## config.mk

```make
export PLATFORM = sky130hd
export DESIGN_NAME = max_priority_queue_unique_core_flat
export DESIGN_NICKNAME = d
export VERILOG_FILES = /design/src/rtl/mpqu_pkg.sv /design/src/rtl/mpqu_cmd_if.sv /design/src/rtl/mpqu_res_if.sv /design/src/rtl/max_priority_queue_unique_core.sv /design/src/rtl/mpqu_ram.sv /design/src/rtl/mpqu_ctrl.sv /design/src/rtl/mpqu_dp.sv /design/src/flat_wrapper.sv
export SDC_FILE = /design/constraint.sdc
export NUM_CORES = 1
export LEC_CHECK = 0
export BUFFER_PORTS_ARGS = -buffer_cell sky130_fd_sc_hd__buf_2
export CAP_MARGIN = 20
export CELL_PAD_IN_SITES_DETAIL_PLACEMENT = 1
export CELL_PAD_IN_SITES_GLOBAL_PLACEMENT = 2
export CORE_MARGIN = 2
export CORE_UTILIZATION = 48
export CTS_BUF_LIST = sky130_fd_sc_hd__clkbuf_16
export CTS_CLUSTER_DIAMETER = 80
export DETAILED_ROUTE_END_ITERATION = 7
export PLACE_DENSITY = 0.81
export SYNTH_ARGS = -nofsm -noshare
export SYNTH_HDL_FRONTEND = slang
export SYNTH_HIERARCHICAL = 1
export SYNTH_SLANG_ARGS = --single-unit
```

## constraint.sdc

```tcl
create_clock -name clk -period 9.9 [get_ports clk]
set_clock_uncertainty 0.15 [all_clocks]
set_input_delay 0.495 -clock clk [delete_from_list [all_inputs] [get_ports clk]]
set_output_delay 0.495 -clock clk [all_outputs]
set_load 0.01 [all_outputs]
```

## src/rtl/mpqu_pkg.sv

```systemverilog
// Package for the unique-value max-priority queue.
// Holds sizes, command codes, controller states and the control/status structs.
// No dependencies.
`default_nettype none

package mpqu_pkg;

    localparam int CAPACITY    = 16;
    localparam int IDX_W       = $clog2(CAPACITY);
    localparam int CNT_W       = $clog2(CAPACITY + 1);
    localparam int VALUE_W     = 32;
    localparam int CMD_W       = 2;
    localparam int COUNT_OUT_W = 5;

    typedef enum logic [CMD_W-1:0] {
        CMD_INSERT = 2'd0,
        CMD_REMOVE = 2'd1,
        CMD_PEEK   = 2'd2,
        CMD_CLEAR  = 2'd3
    } cmd_t;

    typedef enum logic [1:0] {
        ST_IDLE   = 2'd0,
        ST_SCAN   = 2'd1,
        ST_FINISH = 2'd2
    } state_t;

    typedef struct packed {
        logic in_ready;
        logic load;
        logic scan;
        logic finish;
    } ctrl_t;

    typedef struct packed {
        logic             scan_done;
        logic             out_hold;
        logic [CNT_W-1:0] stored_count;
    } stat_t;

endpackage

`default_nettype wire

```

## src/rtl/mpqu_cmd_if.sv

```systemverilog
// Command channel of the queue: valid/ready handshake with command and value.
// Depends on mpqu_pkg for the field widths.
`default_nettype none

interface mpqu_cmd_if;
    logic                                valid;
    logic                                ready;
    logic [mpqu_pkg::CMD_W-1:0]          command;
    logic signed [mpqu_pkg::VALUE_W-1:0] value;

    modport source (output valid, output command, output value, input ready);
    modport sink (input valid, input command, input value, output ready);
endinterface

`default_nettype wire

```

## src/rtl/mpqu_res_if.sv

```systemverilog
// Result channel of the queue: valid/ready handshake with status and top value.
// Depends on mpqu_pkg for the field widths.
`default_nettype none

interface mpqu_res_if;
    logic                                valid;
    logic                                ready;
    logic                                ok;
    logic signed [mpqu_pkg::VALUE_W-1:0] top_value;
    logic                                is_empty;
    logic [mpqu_pkg::COUNT_OUT_W-1:0]    entry_count;

    modport source (output valid, output ok, output top_value, output is_empty,
                    output entry_count, input ready);
    modport sink (input valid, input ok, input top_value, input is_empty,
                  input entry_count, output ready);
endinterface

`default_nettype wire

```

## src/rtl/max_priority_queue_unique_core.sv

```systemverilog
// Top level of the unique-value max-priority queue: controller plus datapath.
// Items are handled one at a time; the scan reads one RAM slot a cycle.
// The result is registered in the finish state, after the scan of the store.
// The next item is accepted while a finished result still waits to be taken.
// Reset clears all valid bits and the count at once; the value RAM is not cleared.
`default_nettype none

module max_priority_queue_unique_core (
    input wire logic   clk,
    input wire logic   rst_n,
    mpqu_cmd_if.sink   request,
    mpqu_res_if.source result
);

    mpqu_pkg::ctrl_t ctrl;
    mpqu_pkg::stat_t stat;

    mpqu_ctrl u_ctrl (
        .clk      (clk),
        .rst_n    (rst_n),
        .in_valid (request.valid),
        .stat     (stat),
        .ctrl     (ctrl)
    );

    mpqu_dp u_dp (
        .clk     (clk),
        .rst_n   (rst_n),
        .ctrl    (ctrl),
        .stat    (stat),
        .request (request),
        .result  (result)
    );

    a_count_bound: assert property (@(posedge clk) disable iff (!rst_n)
        stat.stored_count <= mpqu_pkg::CNT_W'(mpqu_pkg::CAPACITY))
        else $error("Stored count exceeds capacity.");

    a_empty_top: assert property (@(posedge clk) disable iff (!rst_n)
        result.valid && result.is_empty |-> result.top_value == '0)
        else $error("Empty result carries a nonzero top value.");

    a_one_in_flight: assert property (@(posedge clk) disable iff (!rst_n)
        request.valid && request.ready |=> !request.ready)
        else $error("Second item accepted while one is in flight.");

endmodule

`default_nettype wire

```

## src/rtl/mpqu_ram.sv

```systemverilog
// Generic single-port-write, single-port-read RAM with registered read data.
// No dependencies.
`default_nettype none

module mpqu_ram #(
    parameter int WIDTH = 32,
    parameter int DEPTH = 16
) (
    input  wire logic                     clk,
    input  wire logic                     we,
    input  wire logic [$clog2(DEPTH)-1:0] waddr,
    input  wire logic [WIDTH-1:0]         wdata,
    input  wire logic [$clog2(DEPTH)-1:0] raddr,
    output logic      [WIDTH-1:0]         rdata
);

    logic [WIDTH-1:0] mem [DEPTH];

    always_ff @(posedge clk)
    begin
        if (we)
        begin
            mem[waddr] <= wdata;
        end
        rdata <= mem[raddr];
    end

endmodule

`default_nettype wire

```

## src/rtl/mpqu_ctrl.sv

```systemverilog
// Controller state machine of the queue: accept, scan the store, finish.
// Depends on mpqu_pkg for the state type and the control/status structs.
`default_nettype none

module mpqu_ctrl (
    input  wire logic            clk,
    input  wire logic            rst_n,
    input  wire logic            in_valid,
    input  wire mpqu_pkg::stat_t stat,
    output mpqu_pkg::ctrl_t      ctrl
);

    mpqu_pkg::state_t state_reg;
    mpqu_pkg::state_t state_next;

    always_ff @(posedge clk or negedge rst_n)
    begin
        if (!rst_n)
        begin
            state_reg <= mpqu_pkg::ST_IDLE;
        end
        else
        begin
            state_reg <= state_next;
        end
    end

    always_comb
    begin
        state_next = state_reg;
        case (state_reg)
            mpqu_pkg::ST_IDLE:
            begin
                if (in_valid)
                begin
                    state_next = mpqu_pkg::ST_SCAN;
                end
            end
            mpqu_pkg::ST_SCAN:
            begin
                if (stat.scan_done)
                begin
                    state_next = mpqu_pkg::ST_FINISH;
                end
            end
            mpqu_pkg::ST_FINISH:
            begin
                if (!stat.out_hold)
                begin
                    state_next = mpqu_pkg::ST_IDLE;
                end
            end
            default:
            begin
                state_next = mpqu_pkg::ST_IDLE;
            end
        endcase
    end

    always_comb
    begin
        ctrl = '0;
        case (state_reg)
            mpqu_pkg::ST_IDLE:
            begin
                ctrl.in_ready = 1'b1;
                ctrl.load     = in_valid;
            end
            mpqu_pkg::ST_SCAN:
            begin
                ctrl.scan = 1'b1;
            end
            mpqu_pkg::ST_FINISH:
            begin
                ctrl.finish = !stat.out_hold;
            end
            default:
            begin
                ctrl = '0;
            end
        endcase
    end

endmodule

`default_nettype wire

```

## src/rtl/mpqu_dp.sv

```systemverilog
// Datapath of the queue: value RAM, valid bits, count, scan trackers, result register.
// Depends on mpqu_pkg, mpqu_cmd_if, mpqu_res_if and mpqu_ram.
`default_nettype none

module mpqu_dp (
    input  wire logic            clk,
    input  wire logic            rst_n,
    input  wire mpqu_pkg::ctrl_t ctrl,
    output mpqu_pkg::stat_t      stat,
    mpqu_cmd_if.sink             request,
    mpqu_res_if.source           result
);

    localparam int IDX_W = mpqu_pkg::IDX_W;
    localparam int CNT_W = mpqu_pkg::CNT_W;
    localparam int VW    = mpqu_pkg::VALUE_W;
    localparam int OCW   = mpqu_pkg::COUNT_OUT_W;

    // Command and payload of the item in flight.
    mpqu_pkg::cmd_t          cmd_reg, cmd_next;
    logic signed [VW-1:0]    val_reg, val_next;

    // Store state.
    logic [mpqu_pkg::CAPACITY-1:0] valid_reg, valid_next;
    logic [CNT_W-1:0]              count_reg, count_next;

    // Scan pipeline: read issue and compare stages.
    logic [CNT_W-1:0] rd_idx_reg, rd_idx_next;
    logic             cmp_valid_reg, cmp_valid_next;
    logic [IDX_W-1:0] cmp_idx_reg, cmp_idx_next;

    // Scan trackers.
    logic                 match_reg, match_next;
    logic [IDX_W-1:0]     match_idx_reg, match_idx_next;
    logic                 free_found_reg, free_found_next;
    logic [IDX_W-1:0]     free_idx_reg, free_idx_next;
    logic                 any_reg, any_next;
    logic signed [VW-1:0] best_reg, best_next;

    // Result register.
    logic                 out_valid_reg, out_valid_next;
    logic                 out_ok_reg, out_ok_next;
    logic signed [VW-1:0] out_top_reg, out_top_next;
    logic                 out_empty_reg, out_empty_next;
    logic [OCW-1:0]       out_count_reg, out_count_next;

    logic                 issue;
    logic                 ram_we;
    logic [VW-1:0]        ram_rdata;
    logic                 cmp_live;
    logic                 cmp_same;
    logic                 ins_ok;
    logic [CNT_W+OCW-1:0] count_wide;

    assign issue    = ctrl.scan && (rd_idx_reg < CNT_W'(mpqu_pkg::CAPACITY));
    assign cmp_live = valid_reg[cmp_idx_reg];
    assign cmp_same = (ram_rdata == val_reg);
    assign ins_ok   = !match_reg && (count_reg < CNT_W'(mpqu_pkg::CAPACITY));
    assign ram_we   = ctrl.finish && (cmd_reg == mpqu_pkg::CMD_INSERT) && ins_ok;

    mpqu_ram #(
        .WIDTH (VW),
        .DEPTH (mpqu_pkg::CAPACITY)
    ) u_value_ram (
        .clk   (clk),
        .we    (ram_we),
        .waddr (free_idx_reg),
        .wdata (val_reg),
        .raddr (rd_idx_reg[IDX_W-1:0]),
        .rdata (ram_rdata)
    );

    always_comb
    begin
        cmd_next        = cmd_reg;
        val_next        = val_reg;
        valid_next      = valid_reg;
        count_next      = count_reg;
        rd_idx_next     = rd_idx_reg;
        cmp_valid_next  = issue;
        cmp_idx_next    = rd_idx_reg[IDX_W-1:0];
        match_next      = match_reg;
        match_idx_next  = match_idx_reg;
        free_found_next = free_found_reg;
        free_idx_next   = free_idx_reg;
        any_next        = any_reg;
        best_next       = best_reg;
        out_ok_next     = out_ok_reg;
        out_top_next    = out_top_reg;
        out_empty_next  = out_empty_reg;
        out_count_next  = out_count_reg;
        out_valid_next  = out_valid_reg && !result.ready;
        count_wide      = '0;

        if (ctrl.load)
        begin
            cmd_next        = mpqu_pkg::cmd_t'(request.command);
            val_next        = request.value;
            rd_idx_next     = '0;
            match_next      = 1'b0;
            free_found_next = 1'b0;
            any_next        = 1'b0;
        end

        if (issue)
        begin
            rd_idx_next = rd_idx_reg + CNT_W'(1);
        end

        if (cmp_valid_reg)
        begin
            if (cmp_live && cmp_same)
            begin
                match_next     = 1'b1;
                match_idx_next = cmp_idx_reg;
            end
            if (!cmp_live && !free_found_reg)
            begin
                free_found_next = 1'b1;
                free_idx_next   = cmp_idx_reg;
            end
            // The value named by a remove is left out of the maximum.
            if (cmp_live && !(cmd_reg == mpqu_pkg::CMD_REMOVE && cmp_same))
            begin
                if (!any_reg || ($signed(ram_rdata) > best_reg))
                begin
                    best_next = $signed(ram_rdata);
                end
                any_next = 1'b1;
            end
        end

        if (ctrl.finish)
        begin
            out_valid_next = 1'b1;
            out_ok_next    = 1'b1;
            out_top_next   = any_reg ? best_reg : '0;
            case (cmd_reg)
                mpqu_pkg::CMD_INSERT:
                begin
                    out_ok_next = ins_ok;
                    if (ins_ok)
                    begin
                        valid_next[free_idx_reg] = 1'b1;
                        count_next               = count_reg + CNT_W'(1);
                        if (!any_reg || (val_reg > best_reg))
                        begin
                            out_top_next = val_reg;
                        end
                    end
                end
                mpqu_pkg::CMD_REMOVE:
                begin
                    out_ok_next = match_reg;
                    if (match_reg)
                    begin
                        valid_next[match_idx_reg] = 1'b0;
                        count_next                = count_reg - CNT_W'(1);
                    end
                end
                mpqu_pkg::CMD_PEEK:
                begin
                    out_ok_next = 1'b1;
                end
                mpqu_pkg::CMD_CLEAR:
                begin
                    valid_next   = '0;
                    count_next   = '0;
                    out_top_next = '0;
                end
                default:
                begin
                    out_ok_next = 1'b1;
                end
            endcase
            count_wide     = {{OCW{1'b0}}, count_next};
            out_count_next = count_wide[OCW-1:0];
            out_empty_next = (count_next == '0);
        end
    end

    always_ff @(posedge clk or negedge rst_n)
    begin
        if (!rst_n)
        begin
            valid_reg     <= '0;
            count_reg     <= '0;
            rd_idx_reg    <= '0;
            cmp_valid_reg <= 1'b0;
            out_valid_reg <= 1'b0;
        end
        else
        begin
            valid_reg     <= valid_next;
            count_reg     <= count_next;
            rd_idx_reg    <= rd_idx_next;
            cmp_valid_reg <= cmp_valid_next;
            out_valid_reg <= out_valid_next;
        end
    end

    always_ff @(posedge clk)
    begin
        cmd_reg        <= cmd_next;
        val_reg        <= val_next;
        cmp_idx_reg    <= cmp_idx_next;
        match_reg      <= match_next;
        match_idx_reg  <= match_idx_next;
        free_found_reg <= free_found_next;
        free_idx_reg   <= free_idx_next;
        any_reg        <= any_next;
        best_reg       <= best_next;
        out_ok_reg     <= out_ok_next;
        out_top_reg    <= out_top_next;
        out_empty_reg  <= out_empty_next;
        out_count_reg  <= out_count_next;
    end

    assign request.ready      = ctrl.in_ready;
    assign result.valid       = out_valid_reg;
    assign result.ok          = out_ok_reg;
    assign result.top_value   = out_top_reg;
    assign result.is_empty    = out_empty_reg;
    assign result.entry_count = out_count_reg;

    assign stat.scan_done    = ctrl.scan && !issue && !cmp_valid_reg;
    assign stat.out_hold     = out_valid_reg && !result.ready;
    assign stat.stored_count = count_reg;

endmodule

`default_nettype wire

```

## src/flat_wrapper.sv

```systemverilog
// flat-port wrapper written by rule: the top's interface ports become plain ports
module max_priority_queue_unique_core_flat 
  (clk, rst_n, request_valid, request_command, request_value, request_ready, result_valid, result_ok, result_top_value, result_is_empty, result_entry_count, result_ready);
  mpqu_cmd_if request_i ();
  mpqu_res_if result_i ();
  input wire logic clk;
  input wire logic rst_n;
  input wire logic [$bits(request_i.valid)-1:0] request_valid;
  input wire logic [$bits(request_i.command)-1:0] request_command;
  input wire logic [$bits(request_i.value)-1:0] request_value;
  output wire logic [$bits(request_i.ready)-1:0] request_ready;
  output wire logic [$bits(result_i.valid)-1:0] result_valid;
  output wire logic [$bits(result_i.ok)-1:0] result_ok;
  output wire logic [$bits(result_i.top_value)-1:0] result_top_value;
  output wire logic [$bits(result_i.is_empty)-1:0] result_is_empty;
  output wire logic [$bits(result_i.entry_count)-1:0] result_entry_count;
  input wire logic [$bits(result_i.ready)-1:0] result_ready;
  assign request_i.valid = request_valid;
  assign request_i.command = request_command;
  assign request_i.value = request_value;
  assign request_ready = request_i.ready;
  assign result_valid = result_i.valid;
  assign result_ok = result_i.ok;
  assign result_top_value = result_i.top_value;
  assign result_is_empty = result_i.is_empty;
  assign result_entry_count = result_i.entry_count;
  assign result_i.ready = result_ready;
  max_priority_queue_unique_core u_core (.clk(clk), .rst_n(rst_n), .request(request_i), .result(result_i));
endmodule
```

==> results of run 1 <==
-- Yosys cell counts, drive strengths merged (3+ instances only) --
cell,count,share of area
a2111oi,3,0.0012
or2,4,0.00091
nor2,32,0.0044
dfxtp,39,0.028
buf,36,0.0080
nand2,92,0.013
nor3,14,0.0027
nor2b,7,0.0019
ha,72,0.033
a21oi,22,0.0040
nor3b,3,0.0010
nand3b,5,0.0014
a32o,4,0.0015
o211ai,3,0.00082
o21a,5,0.0014
a21o,10,0.0027
dfrtp,30,0.027
clkbuf,24,0.0033
a22o,32,0.010
xor2,33,0.010
nand3,13,0.0024
o21ai,49,0.0089
nor4,11,0.0027
nand4,17,0.0039
edfxtp,625,0.68
inv,48,0.0065
mux2,3,0.0012
a22oi,66,0.018
a31oi,4,0.0011
a211oi,7,0.0021
or3,4,0.00091
mux4,133,0.11
nand2b,7,0.0016
-- worst max-delay path, stage by stage (launching register included) --
cell and delay, ns:
dfrtp_1 0.37, nor2b_1 0.16, nor3b_2 0.18, buf_4 0.59, and3_1 0.35, nand3b_1 0.32, nor2_4 0.69, buf_4 0.47
-- final timing paths --
kind                                                    start                                           end  slack, ns  depth (start not counted)
min in group asynchronous                               rst_n          u_core/u_dp/count_reg[3]$_DFFE_PN0P_       0.36                          2
min                                              result_ready        u_core/u_ctrl/state_reg[1]$_DFFE_PN0P_       0.06                          4
max reg2reg                u_core/u_dp/result.valid$_DFF_PN0_  u_core/u_dp/u_value_ram/mem[10][8]$_DFFE_PP_       6.21                          7
min reg2reg                u_core/u_dp/free_found_reg$_DFF_P_            u_core/u_dp/free_found_reg$_DFF_P_       0.31                          1
max in group asynchronous                               rst_n         u_core/u_dp/rd_idx_reg[0]$_DFFE_PN0P_       8.68                          2
max                        u_core/u_dp/result.valid$_DFF_PN0_  u_core/u_dp/u_value_ram/mem[10][8]$_DFFE_PP_       6.21                          7
-- final cells by class --
type | instances | share of cell area
clock buffer | 78 | 0.0617
timing repair buffer | 144 | 0.0314
tap | 756 | 0.0299
inverter | 48 | 0.00569
sequential | 694 | 0.641
clock inverter | 56 | 0.0100
multi-input combinational | 672 | 0.220
-- cell usage in the layout (no fill, tap or decap), types with 21 or more instances in the layout --
cell / netlist / routed
edfxtp_1: 625 / 625
mux4_2: 133 / 133
nand2_1: 92 / 92
clkbuf_16: 0 / 78
buf_2: 9 / 78
inv_1: 46 / 74
ha_1: 72 / 72
a22oi_1: 66 / 66
dfxtp_1: 39 / 39
dlygate4sd3_1: 0 / 35
xor2_1: 33 / 33
a22o_1: 32 / 32
buf_4: 14 / 30
o21ai_0: 29 / 29
dfrtp_1: 30 / 28
a21oi_1: 22 / 21
-- kinds of logic (layout without fill, tap and decap cells) --
group,after synthesis,in the layout
flip-flops,694,694
AND/OR/NAND/NOR,217,217
AO/OA/AOI/OAI,212,212
multiplexers,138,138
buffers and inverters,108,326
adder cells (fa/ha/maj),72,72
XOR/XNOR,33,33
-- per-layer routing --
metal / global-route usage / up-vias
li1: - / 6290
met1: 0.331 / 7755
met2: 0.376 / 496
met3: 0.0360 / 104
met4: 0.0748 / 0
met5: 0 / -
-- power breakdown --
part / total [µW] / internal (µW) / switching [µW]
registers: 3790 / 3430 / 358
clock network: 2590 / 1490 / 1090
logic: 1640 / 786 / 851
total: 8010 / 5710 / 2300
-- metrics by stage --
step           setup WS [ns]  std cells  hold slack (ns)  total power (µW)  utilization
6_report                6.21       2448           0.0622              8010        0.559
5_1_grt                 6.08       2448           0.0524              8340        0.559
4_1_cts                 6.19       2447           0.0313              8060        0.559
3_5_place_dp            6.08       2278            0.302              5460        0.513
3_3_place_gp            6.21       2278            0.289              5400        0.513
2_1_floorplan           2.38       1474           0.0494              4890            -
==> run_results.csv, run 1 <==
group,metric,value,unit
run_status,status,"completed",
logic_synthesis,syn-num-nets,1584,
logic_synthesis,synth-compound-area-share,0.0543,
logic_synthesis,synth-xor-area-share,0.0105,
drt,routed.top_layer,"met4",
drt,met3_length,4010,µm
min_path,hp-class,"in -> reg",
drt,drt_wl_total,68100,µm
cts,cts_setup_buffers,0,
floorplanning,boundaryPins,79,
cts,cts-root-buf,"clkbuf_16",
timing,slew_headroom,0.230,
drt,via_count,14600,
timing,rsz0062_at_grt,"no",
layout,fillers,5068,
logic_synthesis,netlist_area,27600,µm²
drt,avgViaCountPerCell,5.98,
floorplanning,die_h,244,µm
place,dpl.hpwl,40300,µm
cts,clock-sinks,694,
grt,grt.overflow.total,0,
power_and_ir_drop,powerDensity,253,nW/µm²
layout,largest_register,"u_core/u_dp/u_value_ram/mem",
grt,grt_pass1_wl,102000,µm
timing,period_needed,3.69,ns
logic_synthesis,synth-simple-area-share,0.0386,
logic_synthesis,synth_top_family_by_area,"multiplexers",
layout,final_nets,1743,
cts,tritoncts,"done",
worst_setup_path,end_kind,"register",
logic_synthesis,ys_types,62,
drt,m1WireLength,29300,µm
worst_setup_path,path_class,"reg -> reg",
place,port_buffers,78,
layout,multi_input_area,6960,µm²
place,place_area,29000,µm²
drt,drtAntennaViolNets,0,
worst_setup_path,worstPathArrival,3.79,ns
timing,setup-violations-final,0,
logic_synthesis,synthArstFlopShare,0.0432,
grt,grt_max_degree,73,
worst_setup_path,cp-start-kind,"register",
floorplanning,coreArea,56600,µm²
logic_synthesis,yosys_warnings,6,
worst_setup_path,crit_fanout,51,
logic_synthesis,synth_edf_count,625,
run,maxCapViolCount,0,
grt,antenna_found_initial,1,
layout,synthToLayoutAreaGrowth,14.7,%
grt,grt_usage,0.234,
logic_synthesis,synth_cells,1474,
logic_synthesis,synth-seq-area-share,0.736,
layout,largest_reg_flops,512,
drt,detail_route.wl_per_cell,27.8,µm
drt,drtIter0Drc,1307,
drt,wl_met2,33100,µm
floorplanning,dieArea,59400,µm²
cts,hold_buffers,35,
logic_synthesis,synthMuxAreaShare,0.111,
cts,cts-htree-levels,3,
floorplanning,initial_utilization,0.487,
timing,finalHoldViolCount,0,
place,gp_congestion,0.828,
drt,drc_errors,0,
power_and_ir_drop,ir_drop,0.160,mV
drt,dr.pass1.iters,5,
timing,setup_tns,0,ns
timing,fmaxAchievable,271,MHz
cts,postCtsResizedCells,0,
floorplanning,chipWidth,244,µm
layout,stdcell_area,31700,µm²
layout,post_route_cells_drive_above_1_share,0.220,
logic_synthesis,ys_ff_latch,694,
worst_setup_path,cp.required,10.01,ns
cts,cts_buffer_depth,3,
timing,drv_slew,0,
timing,post-route-period-util,0.373,
power_and_ir_drop,total_leakage_power,0.0108,µW
layout,diodes,0,
cts,insertion_delay,0.61,ns
cts,numCtsBuffers,73,
grt,grt_pass1_vias,15400,
logic_synthesis,ys.flop_type,"edfxtp_1",
timing,tightestPinTransition,1.16,ns
layout,seq_area,20300,µm²
logic_synthesis,syn_area_per_cell,18.7,µm²
logic_synthesis,synthAdderAreaFrac,0.0326,
floorplanning,num_rows,87,
cts,path_clk_slew,0.06,ns
No activity file was read; power rests on OpenSTA's default activity.
==> run 2, diff against run 1 <==
ABC_AREA = 1   (was unset)
CORE_UTILIZATION = 42   (was 48)
PLACE_DENSITY = 0.82   (was 0.81)
clock period = 3.4 ns   (was 9.9 ns; I/O delays follow)
==> run 2 against run 1 <==
- final cell count up 72%
- global-route usage up 2.0 points
- largest power group unchanged
- non-clock buffer count up 65
- die area up 29%
- clock power rose to 3.1 times the previous value
- combinational power rose to 6.0 times the previous value
==> run_results.csv, run 2 <==
group,metric,value,unit
run_status,status,"completed",
place,placedCellCount,4042,
cts,cts_buffer_depth,3,
drt,drt_wl_total,96900,µm
power_and_ir_drop,p_switching,11100,µW
run,maxCapViolCount,0,
worst_setup_path,rr_endpoint,"u_core/u_dp/best_reg[8]$_DFFE_PP_",
floorplanning,chipWidth,277,µm
timing,slew_headroom,0.412,
power_and_ir_drop,seqPwrFrac,0.390,
worst_setup_path,path_cells,"buf_4 > inv_1 > or2_2 > nand4_1 > nor4_1 > nand4_1 > o21bai_2 > a21oi_4 > buf_4",
logic_synthesis,yosys_warnings,6,
timing,drv_slew,0,
cts,clock-sinks,694,
timing,finalHoldViolCount,0,
layout,final_nets,3313,
floorplanning,coreArea,73300,µm²
power_and_ir_drop,netSwitchingFraction,0.382,
worst_setup_path,path_class,"reg -> reg",
worst_setup_path,crit_slowest_cell,"nor4_1",
layout,largest_register,"u_core/u_dp/u_value_ram/mem",
logic_synthesis,ys.flop_type,"edfxtp_1",
logic_synthesis,synth-seq-area-share,0.650,
grt,grt_max_degree,149,
floorplanning,initial_utilization,0.426,
worst_setup_path,crit_fanout,22,
timing,setup-violations-final,0,
layout,layout_common_cells,"nand2_1, edfxtp_1, inv_1, nand3_1, clkbuf_16",
logic_synthesis,yosys.area.top_type,"edfxtp_1",
worst_setup_path,worstReg2RegStart,"u_core/u_dp/val_reg[27]$_DFFE_PP_",
worst_setup_path,worstPathArrival,3.48,ns
worst_setup_path,r2r_slack,0.1,ns
logic_synthesis,ys_types,48,
grt,grt_usage,0.253,
worst_setup_path,critical_path.top_delay_family,"simple AND/OR/NAND/NOR gates",
layout,post_route_cells_drive_above_1_share,0.0978,
floorplanning,num_rows,99,
timing,tightestPinTransition,0.882,ns
min_path,hold_depth,2,
worst_setup_path,crit_cells,9,
cts,numCtsBuffers,77,
power_and_ir_drop,total_leakage_power,0.0154,µW
layout,synthToLayoutAreaGrowth,15.1,%
logic_synthesis,synthArstFlopShare,0.0432,
floorplanning,dieArea,76600,µm²
drt,avgViaCountPerCell,5.37,
timing,post-route-period-util,0.971,
logic_synthesis,syn_area_per_cell,10.3,µm²
power_and_ir_drop,p_total,29000,µW
timing,rsz0062_at_grt,"no",
worst_setup_path,cpPeakStageDelay,0.52,ns
logic_synthesis,synth_edf_count,625,
drt,detail_route.wl_per_cell,23.0,µm
timing,period_needed,3.30,ns
cts,cts-root-buf,"clkbuf_16",
grt,antenna_found_initial,1,
worst_setup_path,ff2ff_path_depth,9,
layout,fillers,8062,
power_and_ir_drop,power.internal,17900,µW
grt,grt_pass1_vias,23900,
place,gp_congestion,0.857,
place,port_buffers,78,
floorplanning,die_h,277,µm
power_and_ir_drop,pwr-share-clk,0.274,
timing,fmaxAchievable,303,MHz
layout,fin_util,0.490,
min_path,min_to,"u_core/u_dp/val_reg[19]$_DFFE_PP_",
cts,tritoncts,"done",
worst_setup_path,end_kind,"register",
layout,layout_commonest_cell,"nand2_1",
grt,grt.overflow.total,0,
cts,insertion_delay,0.62,ns
logic_synthesis,yosys.area.top_type_share,0.601,
min_path,hold_start,"request_value[19]",
cts,cts-htree-levels,3,
cts,path_clk_slew,0.06,ns
logic_synthesis,synth.most_common_cell,"nand2_1",
drt,drc_errors,0,
logic_synthesis,ys_ff_latch,694,
layout,final_cells,4221,
timing,timing.hold.ws,0.119,ns
drt,via_count,22700,
power_and_ir_drop,powerDensity,807,nW/µm²
worst_setup_path,cp.buffers_inverters,3,
power_and_ir_drop,ir_drop,0.701,mV
power_and_ir_drop,pwr-share-comb,0.336,
min_path,hp-class,"in -> reg",
layout,largest_reg_flops,512,
worst_setup_path,cp.required,3.58,ns
logic_synthesis,ys_top_cells_by_count,"nand2_1, edfxtp_1, inv_1, nand3_1, ha_1",
logic_synthesis,synth_area_leaders,"edfxtp_1, nand2_1, nand3_1",
timing,setup_tns,0,ns
logic_synthesis,syn-num-nets,3154,
floorplanning,boundaryPins,79,
grt,grt_pass1_wl,147000,µm
place,dpl.hpwl,59200,µm
logic_synthesis,netlist_area,31200,µm²
drt,drtIter0Drc,1704,
drt,drtAntennaViolNets,0,
drt,dr.pass1.iters,5,
logic_synthesis,synth_cells,3044,
worst_setup_path,cp-start-kind,"register",
## run 2: cell count changes after synthesis, moves of 31 or more
cell / before / now
nand2_1: 92 / 869
mux4_2: 133 / 0
buf_2: 9 / 47
nor2_1: 31 / 62
a21oi_1: 22 / 56
a22oi_1: 66 / 0
xor2_1: 33 / 1
inv_1: 46 / 509
nand3_1: 13 / 470
o21ai_0: 29 / 71
a22o_1: 32 / 0
## run 2: logic make-up after synthesis
logic type / Yosys count / share of synthesized area
xor+xnor: 21 / 0.00589
flops: 694 / 0.650
compound gates: 163 / 0.0289
fa+ha+maj: 72 / 0.0288
simple gates: 1450 / 0.198
buf+inv: 644 / 0.0883
## run 2: layer usage
layer,wire (µm),track usage,up-vias
li1,-,-,10300
met1,42200,0.339,11600
met2,47000,0.431,596
met3,4430,0.0273,169
met4,3300,0.0864,0
met5,0,0,-
## run 2: timing repair
action / CTS / global route
buffers inserted: 0 / 2
gates resized for setup: 1 / 1
setup endpoints to repair: 32 / 32
hold endpoints to repair: 69 / 0
hold buffers: 39 / 0
gates cloned: 0 / 0
## run 2: layout make-up
| cell class | instances | area [µm²] | share of cell area |
|---|---|---|---|
| clock inverter | 58 | 378 | 0.0105 |
| inverter | 515 | 1940 | 0.0540 |
| clock buffer | 79 | 1980 | 0.0550 |
| timing repair buffer | 209 | 1820 | 0.0506 |
| sequential | 694 | 20300 | 0.565 |
| tap | 959 | 1200 | 0.0334 |
| antenna | 1 | 2.50 | 0.0000696 |
| multi-input combinational | 1706 | 8330 | 0.232 |
## run 2: stage by stage
step / cell area (µm²) / setup slack [ns]
floorplan: 31300 / -0.0123
global placement: 33200 / 0.0251
detailed placement: 33200 / -0.0866
CTS: 35900 / 0.0332
global route: 36000 / 0.0221
finish: 36000 / 0.0993
## run 2: power groups by stage
stage | logic (µW) | clock network, µW | registers (µW)
global placement | 9390 | 0 | 11400
finish | 9760 | 7950 | 11300
floorplan | 6210 | 0 | 11300
global route | 10700 | 8370 | 11400
detailed placement | 9640 | 0 | 11500
CTS | 9760 | 8070 | 11300
## run 2: how the worst max path moves through the flow
stage	startpoint	to	slack, ns
floorplan	u_core/u_dp/result.valid$_DFF_PN0_	u_core/u_dp/u_value_ram/mem[12][0]$_DFFE_PP_	-0.01
global placement	u_core/u_dp/val_reg[12]$_DFFE_PP_	u_core/u_dp/best_reg[7]$_DFFE_PP_	0.03
detailed placement	u_core/u_dp/val_reg[12]$_DFFE_PP_	u_core/u_dp/best_reg[7]$_DFFE_PP_	-0.09
CTS	u_core/u_dp/val_reg[12]$_DFFE_PP_	u_core/u_dp/best_reg[11]$_DFFE_PP_	0.03
global route	u_core/u_dp/val_reg[27]$_DFFE_PP_	u_core/u_dp/best_reg[15]$_DFFE_PP_	0.02
finish	u_core/u_dp/val_reg[27]$_DFFE_PP_	u_core/u_dp/best_reg[8]$_DFFE_PP_	0.1
## run 2: worst register-to-register path: stages, from the launching register on
cell and delay, ns:
edfxtp_1 0.40, buf_4 0.22, inv_1 0.13, or2_2 0.20, nand4_1 0.11, nor4_1 0.52
nand4_1 0.47, o21bai_2 0.48, a21oi_4 0.05, buf_4 0.27
